### config.mk
export PLATFORM = sky130hd
export DESIGN_NAME = positional_array_list_engine
export DESIGN_NICKNAME = d
export VERILOG_FILES = /design/src/hdl/pale_pkg.sv /design/src/hdl/positional_array_list_engine.sv
export VERILOG_INCLUDE_DIRS = /design/src /design/src/hdl
export SDC_FILE = /design/constraint.sdc
export NUM_CORES = 2
export LEC_CHECK = 0
export ABC_AREA = 1
export BUFFER_PORTS_ARGS = -buffer_cell sky130_fd_sc_hd__buf_4
export CORE_ASPECT_RATIO = 2
export CORE_MARGIN = 5
export CORE_UTILIZATION = 55
export DETAILED_ROUTE_END_ITERATION = 8
export GPL_TIMING_DRIVEN = 0
export PLACE_DENSITY = 0.73
export SETUP_SLACK_MARGIN = 0.4
export SYNTH_ARGS = -nofsm -noshare
export SYNTH_HDL_FRONTEND = slang
export SYNTH_SLANG_ARGS = --single-unit
### constraint.sdc
create_clock -name i_clk -period 10.04 [get_ports i_clk]
set_clock_uncertainty 0.05 [all_clocks]
set_input_delay 1.004 -clock i_clk [delete_from_list [all_inputs] [get_ports i_clk]]
set_output_delay 1.004 -clock i_clk [all_outputs]
set_load 0.02 [all_outputs]
### src/hdl/positional_array_list_engine_macros.svh
// Assertion macros for the positional array list engine.
`ifndef POSITIONAL_ARRAY_LIST_ENGINE_MACROS_SVH
`define POSITIONAL_ARRAY_LIST_ENGINE_MACROS_SVH
`ifndef SYNTH
// Condition must hold at every clock edge outside reset
`define PALE_ASSERT_ALWAYS(label, clk, rst_n, cond, msg) \
    label: assert property (@(posedge clk) disable iff (!rst_n) (cond)) else $error(msg);
// Antecedent implies consequent in the same cycle
`define PALE_ASSERT_IMPL(label, clk, rst_n, ante, cons, msg) \
    label: assert property (@(posedge clk) disable iff (!rst_n) (ante) |-> (cons)) else $error(msg);
`else
`define PALE_ASSERT_ALWAYS(label, clk, rst_n, cond, msg)
`define PALE_ASSERT_IMPL(label, clk, rst_n, ante, cons, msg)
`endif
`endif

### src/hdl/pale_pkg.sv
// Shared types and constants for the positional array list engine.
package pale_pkg;

    localparam int DEPTH     = 32;
    localparam int DATA_W    = 32;
    localparam int ADDR_W    = $clog2(DEPTH);
    localparam int CNT_W     = 6;
    localparam int KIND_W    = 3;
    localparam int STATUS_W  = 3;

    localparam logic [CNT_W-1:0] CAP_RESET = CNT_W'(32);

    // Operation codes carried by an input transfer
    typedef enum logic [KIND_W-1:0] {
        K_PUSH = 3'd0,
        K_POP  = 3'd1,
        K_INS  = 3'd2,
        K_DEL  = 3'd3,
        K_SWAP = 3'd4,
        K_SHOW = 3'd5
    } t_kind;

    // Result status codes
    typedef enum logic [STATUS_W-1:0] {
        ST_OK     = 3'd0,
        ST_OVF    = 3'd1,
        ST_UNF    = 3'd2,
        ST_BADPOS = 3'd3,
        ST_EMPTY  = 3'd4
    } t_status;

endpackage

### src/hdl/positional_array_list_engine.sv
// Positional array list engine: top level with sequencer and entry memory.
// Sequence: decode, then the memory steps of pop, swap, insert or delete, then the result;
// show streams one result per cycle while the receiver is ready.
// Throughput: one item at a time; every shift moves one entry through the
// entry memory as a read, then a write.
// Reset: synchronous, clears entry count, capacity to 32; memory is not cleared.
`include "positional_array_list_engine_macros.svh"

module positional_array_list_engine
    import pale_pkg::*;
(
    input  logic                     i_clk,
    input  logic                     i_rst_n,
    // configuration
    input  logic                     i_cfg_we,
    input  logic [CNT_W-1:0]         i_cfg_wdata,
    // input channel
    input  logic                     i_in_valid,
    output logic                     o_in_ready,
    input  logic [KIND_W-1:0]        i_kind,
    input  logic signed [DATA_W-1:0] i_value,
    input  logic [CNT_W-1:0]         i_position,
    input  logic [CNT_W-1:0]         i_second_position,
    // output channel
    output logic                     o_out_valid,
    input  logic                     i_out_ready,
    output logic [STATUS_W-1:0]      o_status,
    output logic signed [DATA_W-1:0] o_data,
    output logic [CNT_W-1:0]         o_entry_count,
    output logic                     o_last
);

    typedef enum logic [3:0] {
        S_IDLE,
        S_DECODE,
        S_POP,
        S_INS,
        S_INS_W,
        S_DEL_D,
        S_DEL,
        S_DEL_W,
        S_SW1,
        S_SW2,
        S_SW3,
        S_SHOW,
        S_RESP
    } t_state;

    t_state                    r_state, n_state;
    t_kind                     r_kind, n_kind;
    logic signed [DATA_W-1:0]  r_val, n_val;
    logic [CNT_W-1:0]          r_p, n_p;
    logic [CNT_W-1:0]          r_q, n_q;
    logic [CNT_W-1:0]          r_idx, n_idx;
    logic signed [DATA_W-1:0]  r_tmp, n_tmp;
    t_status                   r_st, n_st;
    logic [CNT_W-1:0]          r_fill, n_fill;
    logic [CNT_W-1:0]          r_cap;

    logic                      r_ovalid, n_ovalid;
    t_status                   r_ostatus, n_ostatus;
    logic signed [DATA_W-1:0]  r_odata, n_odata;
    logic [CNT_W-1:0]          r_ocount, n_ocount;
    logic                      r_olast, n_olast;

    logic signed [DATA_W-1:0]  r_mem [DEPTH];
    logic signed [DATA_W-1:0]  r_rdata;

    logic [ADDR_W-1:0]         rd_addr;
    logic                      mem_we;
    logic [ADDR_W-1:0]         mem_waddr;
    logic signed [DATA_W-1:0]  mem_wdata;

    logic [CNT_W-1:0]          lim;
    logic [CNT_W-1:0]          pm1, qm1;
    logic                      out_free;
    logic                      in_acc;

    assign o_in_ready    = (r_state == S_IDLE);
    assign in_acc        = i_in_valid && o_in_ready;
    assign out_free      = !r_ovalid || i_out_ready;
    assign lim           = (r_cap < CNT_W'(DEPTH)) ? r_cap : CNT_W'(DEPTH);
    assign pm1           = r_p - CNT_W'(1);
    assign qm1           = r_q - CNT_W'(1);

    assign o_out_valid   = r_ovalid;
    assign o_status      = r_ostatus;
    assign o_data        = r_odata;
    assign o_entry_count = r_ocount;
    assign o_last        = r_olast;

    // Sequencer: one memory read and at most one write per cycle
    always_comb begin
        n_state   = r_state;
        n_kind    = r_kind;
        n_val     = r_val;
        n_p       = r_p;
        n_q       = r_q;
        n_idx     = r_idx;
        n_tmp     = r_tmp;
        n_st      = r_st;
        n_fill    = r_fill;
        n_ovalid  = r_ovalid && !i_out_ready;
        n_ostatus = r_ostatus;
        n_odata   = r_odata;
        n_ocount  = r_ocount;
        n_olast   = r_olast;
        rd_addr   = r_idx[ADDR_W-1:0];
        mem_we    = 1'b0;
        mem_waddr = r_idx[ADDR_W-1:0];
        mem_wdata = r_val;

        case (r_state)
            S_IDLE: begin
                if (in_acc) begin
                    n_kind = t_kind'(i_kind);
                    n_val  = i_value;
                    n_p    = i_position;
                    n_q    = i_second_position;
                    // unknown kinds are dropped without a result
                    if (i_kind <= K_SHOW) begin
                        n_state = S_DECODE;
                    end
                end
            end
            S_DECODE: begin
                n_st    = ST_OK;
                n_tmp   = '0;
                n_state = S_RESP;
                case (r_kind)
                    K_PUSH: begin
                        if (r_fill >= lim) begin
                            n_st = ST_OVF;
                        end else begin
                            mem_we    = 1'b1;
                            mem_waddr = r_fill[ADDR_W-1:0];
                            n_fill    = r_fill + CNT_W'(1);
                        end
                    end
                    K_POP: begin
                        if (r_fill == '0) begin
                            n_st = ST_UNF;
                        end else begin
                            rd_addr = ADDR_W'(r_fill - CNT_W'(1));
                            n_state = S_POP;
                        end
                    end
                    K_INS: begin
                        if (r_fill >= lim) begin
                            n_st = ST_OVF;
                        end else if (r_p == '0 || r_p > r_fill + CNT_W'(1)) begin
                            n_st = ST_BADPOS;
                        end else begin
                            n_idx   = r_fill;
                            n_state = S_INS;
                        end
                    end
                    K_DEL: begin
                        if (r_fill == '0) begin
                            n_st = ST_UNF;
                        end else if (r_p == '0 || r_p > r_fill) begin
                            n_st = ST_BADPOS;
                        end else begin
                            rd_addr = pm1[ADDR_W-1:0];
                            n_state = S_DEL_D;
                        end
                    end
                    K_SWAP: begin
                        if (r_p == '0 || r_p > r_fill || r_q == '0 || r_q > r_fill) begin
                            n_st = ST_BADPOS;
                        end else begin
                            rd_addr = pm1[ADDR_W-1:0];
                            n_state = S_SW1;
                        end
                    end
                    K_SHOW: begin
                        if (r_fill == '0) begin
                            n_st = ST_EMPTY;
                        end else begin
                            n_idx   = '0;
                            rd_addr = '0;
                            n_state = S_SHOW;
                        end
                    end
                    default: begin
                        n_state = S_IDLE;
                    end
                endcase
            end
            // popped word arrives from memory
            S_POP: begin
                n_tmp   = r_rdata;
                n_fill  = r_fill - CNT_W'(1);
                n_state = S_RESP;
            end
            // insert: move entries up from the end until the target slot
            S_INS: begin
                if (r_idx == pm1) begin
                    mem_we  = 1'b1;
                    n_fill  = r_fill + CNT_W'(1);
                    n_state = S_RESP;
                end else begin
                    rd_addr = ADDR_W'(r_idx - CNT_W'(1));
                    n_state = S_INS_W;
                end
            end
            S_INS_W: begin
                mem_we    = 1'b1;
                mem_wdata = r_rdata;
                n_idx     = r_idx - CNT_W'(1);
                n_state   = S_INS;
            end
            // delete: keep the removed word, then close the gap
            S_DEL_D: begin
                n_tmp   = r_rdata;
                n_idx   = pm1;
                n_state = S_DEL;
            end
            S_DEL: begin
                if (r_idx + CNT_W'(1) < r_fill) begin
                    rd_addr = ADDR_W'(r_idx + CNT_W'(1));
                    n_state = S_DEL_W;
                end else begin
                    n_fill  = r_fill - CNT_W'(1);
                    n_state = S_RESP;
                end
            end
            S_DEL_W: begin
                mem_we    = 1'b1;
                mem_wdata = r_rdata;
                n_idx     = r_idx + CNT_W'(1);
                n_state   = S_DEL;
            end
            // swap: hold first word, copy second over it, write first back
            S_SW1: begin
                n_tmp   = r_rdata;
                rd_addr = qm1[ADDR_W-1:0];
                n_state = S_SW2;
            end
            S_SW2: begin
                mem_we    = 1'b1;
                mem_waddr = pm1[ADDR_W-1:0];
                mem_wdata = r_rdata;
                n_state   = S_SW3;
            end
            S_SW3: begin
                mem_we    = 1'b1;
                mem_waddr = qm1[ADDR_W-1:0];
                mem_wdata = r_tmp;
                n_tmp     = '0;
                n_state   = S_RESP;
            end
            // show: one entry per transfer, read address held while stalled
            S_SHOW: begin
                if (out_free) begin
                    n_ovalid  = 1'b1;
                    n_ostatus = ST_OK;
                    n_odata   = r_rdata;
                    n_ocount  = r_fill;
                    n_olast   = (r_idx + CNT_W'(1) == r_fill);
                    if (r_idx + CNT_W'(1) == r_fill) begin
                        n_state = S_IDLE;
                    end else begin
                        n_idx   = r_idx + CNT_W'(1);
                        rd_addr = ADDR_W'(r_idx + CNT_W'(1));
                    end
                end
            end
            // single result of a non-show operation
            S_RESP: begin
                if (out_free) begin
                    n_ovalid  = 1'b1;
                    n_ostatus = r_st;
                    n_odata   = r_tmp;
                    n_ocount  = r_fill;
                    n_olast   = 1'b1;
                    n_state   = S_IDLE;
                end
            end
            default: begin
                n_state = S_IDLE;
            end
        endcase
    end

    // State, working registers and output register
    always_ff @(posedge i_clk) begin
        if (!i_rst_n) begin
            r_state  <= S_IDLE;
            r_fill   <= '0;
            r_cap    <= CAP_RESET;
            r_ovalid <= 1'b0;
        end else begin
            r_state  <= n_state;
            r_fill   <= n_fill;
            r_ovalid <= n_ovalid;
            if (i_cfg_we) begin
                r_cap <= i_cfg_wdata;
            end
        end
        r_kind    <= n_kind;
        r_val     <= n_val;
        r_p       <= n_p;
        r_q       <= n_q;
        r_idx     <= n_idx;
        r_tmp     <= n_tmp;
        r_st      <= n_st;
        r_ostatus <= n_ostatus;
        r_odata   <= n_odata;
        r_ocount  <= n_ocount;
        r_olast   <= n_olast;
    end

    // Entry memory: one write port, one registered read port
    always_ff @(posedge i_clk) begin
        if (mem_we) begin
            r_mem[mem_waddr] <= mem_wdata;
        end
        r_rdata <= r_mem[rd_addr];
    end

    // Checks
    `PALE_ASSERT_ALWAYS(a_fill_bound, i_clk, i_rst_n, r_fill <= CNT_W'(DEPTH), "count too big")
    `PALE_ASSERT_IMPL(a_err_last, i_clk, i_rst_n, r_ovalid && r_ostatus != ST_OK, r_olast, "no last")
    `PALE_ASSERT_IMPL(a_show_idx, i_clk, i_rst_n, r_state == S_SHOW, r_idx < r_fill, "show index")

endmodule

==> results list <==
* Total wire length: between 150000 and 200000 µm
- During placement, the flow inserted port buffers numbering ~100.
- Traced cell by cell, the critical path runs through clkbuf_1, inv_1, nor3_1, xor2_1, ha_1, nand2_1, nor2_1, o21ai_0, inv_1, nor3_1, nand2_1, o21ai_1, a21oi_1, nand3_1, a21oi_1, inv_1, clkbuf_1, buf_2, nand3_1, nand3_1, nand2_1, nand2_1, nand2_1.
- The floorplan step defined a die boundary enclosing between 0.1 and 0.15 mm².
- Number of flops mapped to enable cells by yosys: 1154
* GRT Overall Usage: 34.1%
- Ratio of routed vias to standard cells: a little under 6
* Floorplan core area: slightly below 0.1 mm²
* Via Count: between 30000 and 40000
- The number of setup buffers added after CTS is 0.
- Fill cells in the final layout number 7427.
- Unrepaired setup endpoints after global routing: no
- Crit. End Element: flop
- Along the worst path, the maximum fanout reaches 11.
- Max-cap violations in this run came to 0.
- The worst hold path begins at i_value[0].
* Most numerous cell in the Yosys netlist: sky130_fd_sc_hd__nand2_1
* Depth of the worst hold-timing path: 1
- Maximum achievable frequency: between 150 and 200 MHz
* Antenna violations before repair: 6
* Cell type contributing the most total cell area after synthesis: sky130_fd_sc_hd__edfxtp_1
* Depth of the worst register-to-register path: 23
- Slowest stage delay, CP: 1060 ps
* Required time of the critical path: roughly 11000 ps
- Area added between synthesis and finish: 13.2%
* Delay-heaviest family, CP: simple AND/OR/NAND/NOR gates
* Maximum clock insertion buffer count: 3
* Initial core utilization: around 55%
- Number of detailed-routing iterations run before antenna repair: 9
- The path class of the tightest hold or removal check is input pin to flop.
* List of most frequent post-synthesis cells: sky130_fd_sc_hd__nand2_1, sky130_fd_sc_hd__edfxtp_1, sky130_fd_sc_hd__nand3_1, sky130_fd_sc_hd__inv_1, sky130_fd_sc_hd__buf_2
* Number of placed I/O pins: between 100 and 150
- In this run the number of H-tree levels came out at 3.
- Part of the Yosys area used for sequential elements: 66.7%
- Share of the synthesized area in the top cell type: around two thirds
- Detailed placement finished with a half-perimeter wire length of around 130000 µm.
- After detailed routing, the number of remaining DRC violations is 0.
* Async S/R FF share, synth: 0%
- After the first detailed-routing iteration, the DRC count stood at approximately 4500.
- Register bit count reported by yosys: 1203
* Final weighted congestion in routability-driven placement: between 1 and 1.5
- Wire per inst: approximately 27 µm
* Max-slew headroom: ~3.2%
* Final number of max-transition violations: 0
* Yosys synthesis warning count: 0
- The critical path starts at r_idx[3].
- Adding up every negative setup slack in the final design gives 0 ps.
- In this run, post-CTS repair resized a total of 0 instances.
- After synthesis, the netlist uses 40 different library cells.
* Die Span Y: roughly 450 µm
- Setup violation total in the final timing report: 0
- Slack of the worst reg-to-reg path: roughly 3400 ps
* Net count after synthesis: between 5000 and 6000
- CTS buffer count: 98
- Global route overflow: 0
- Quantity of hold-fixing buffers added after cts: 0
* Transition time at the pin with the least slew margin: between 1000 and 1500 ps
- Clock latency of the later-clocked register in the worst-skew pair: a little over 700 ps
- Final count of hold timing violations: 0
- Clock tree synthesis found a total of 1203 sinks.
- Among all flip-flop cells after synthesis, the most frequent one is sky130_fd_sc_hd__edfxtp_1.
- Horizontal extent of the die: about 230 µm
* Maximum number of pins on one net before global-route repair: 37
- The most numerous cell type found on the critical path is sky130_fd_sc_hd__nand2_1.
* Master cell of the clock root buffer: sky130_fd_sc_hd__clkbuf_16
* Wire length of the first global-routing pass: 255000 µm
- Data arrival time of the worst path: about 7200 ps
- The flow ran to the end, and the final reports show no timing, DRC or antenna violations.
- For this run, the post-layout net count is approximately 5400.
- The routed design could run at a clock period as short as 6630 ps.
- Reg-to-Reg Start: r_idx[3]
* Type of the worst setup path: flop to flop
- Post-CTS clock slew at the launch and capture registers of the worst setup and hold paths: roughly 70 ps
* Mapped cell area: about 0.053 mm²
- Site Rows: between 150 and 200
- Slowest CP cell: sky130_fd_sc_hd__clkbuf_1
* Post-Synthesis Cells: 5085
- The worst setup path is launched from a flop.
- The endpoint identified for the worst register-to-register timing path is r_rdata[24].
- TritonCTS clock tree: done
* Worst hold endpoint: r_val[0]
* Number of buffers and inverters on the critical path: 6
* Final clock period utilization by the worst path: 66.0%
- Share of layout cells above drive strength 1: approximately 11%
- Each instance of the synthesized netlist takes up on average between 10 and 15 µm².
- Ranked by total cell area, the synthesized netlist is headed by sky130_fd_sc_hd__edfxtp_1, sky130_fd_sc_hd__nand3_1, sky130_fd_sc_hd__nand2_1.
- The via count of the first global-routing pass came to 39400.
* Remaining antenna violation count: 0
## how the worst max path moves through the flow
stage,endpoint,slack (ps),cells past startpoint
global placement,r_mem[4][27],3640,11
finish,r_rdata[24],3410,23
floorplan,r_mem[18][0],6190,16
detailed placement,r_rdata[23],3810,23
CTS,r_rdata[26],3800,23
global route,r_rdata[23],3190,23
## flip-flops by register name, summed over array words and instances, names as in the netlist
signal,flops
r_mem,1024
o_data,32
r_rdata,32
r_tmp,32
r_val,32
o_entry_count,6
r_cap,6
r_fill,6
r_idx,6
r_p,6
r_q,6
r_state,4
o_status,3
r_kind,3
r_st,3
o_last,1
o_out_valid,1
## stage by stage
stage / hold slack [ps] / utilization (%) / worst slack (ps) / instance area [µm²] / cells
global placement: 420 / 57.8 / 3640 / 55700 / 6408
finish: 412 / 62.8 / 3410 / 60400 / 6647
global route: 397 / 62.8 / 3190 / 60400 / 6641
detailed placement: 438 / 59.2 / 3810 / 57000 / 6453
CTS: 377 / 62.7 / 3800 / 60400 / 6636
floorplan: 381 / - / 6190 / 53400 / 5085
## cells in the final DEF, fill, tap and decap left out, types with 10 or more instances in the layout
cell	n
sky130_fd_sc_hd__nand2_1	1190
sky130_fd_sc_hd__edfxtp_1	1154
sky130_fd_sc_hd__nand3_1	1125
sky130_fd_sc_hd__inv_1	673
sky130_fd_sc_hd__buf_2	194
sky130_fd_sc_hd__nand3b_1	160
sky130_fd_sc_hd__nor2_1	110
sky130_fd_sc_hd__buf_4	109
sky130_fd_sc_hd__clkbuf_16	108
sky130_fd_sc_hd__clkbuf_1	103
sky130_fd_sc_hd__o21ai_0	61
sky130_fd_sc_hd__dfxtp_1	49
sky130_fd_sc_hd__ha_1	37
sky130_fd_sc_hd__buf_12	37
sky130_fd_sc_hd__nor2_4	34
sky130_fd_sc_hd__a22oi_1	33
sky130_fd_sc_hd__a21oi_1	32
sky130_fd_sc_hd__nand2_2	26
sky130_fd_sc_hd__clkinv_2	23
sky130_fd_sc_hd__xor2_1	16
sky130_fd_sc_hd__inv_2	11
sky130_fd_sc_hd__bufinv_16	11
sky130_fd_sc_hd__diode_2	10
sky130_fd_sc_hd__buf_1	10
## metal layers
metal	vias up	routed length, µm	global-route usage [%]	share of wire (%)
li1	17700	-	-	-
met1	18700	50800	32.3	28
met2	2414	89700	59.3	50
met3	797	14700	5.68	8.2
met4	2	24100	36.1	13
met5	-	13	0	0.0073
## cells by family (layout without fill, tap and decap cells)
| family | Yosys count | after routing | share of synthesized area (%) |
|---|---|---|---|
| AOI/OAI and AO/OA | 171 | 171 | 1.98 |
| xor gates and xnor gates | 21 | 21 | 0.370 |
| adders and majority gates | 37 | 37 | 0.867 |
| buffers and inverters | 985 | 1315 | 7.43 |
| DFF | 1203 | 1203 | 66.7 |
| other | 0 | 10 | 0 |
| and+or+nand+nor | 2668 | 2668 | 22.6 |
## area by class of cell
class	instances	area [µm²]	area share (%)
tap	1222	1530	2.53
sequential	1203	35600	59.0
timing repair buffer	147	1750	2.89
multi-input combinational	2897	14100	23.4
antenna	10	25.0	0.0414
buffer	300	1400	2.31
clock inverter	56	582	0.963
inverter	685	2570	4.25
clock buffer	127	2810	4.66
Power is not shown: default switching activity piles up to over one toggle a cycle in this logic, so the estimate is an artifact.
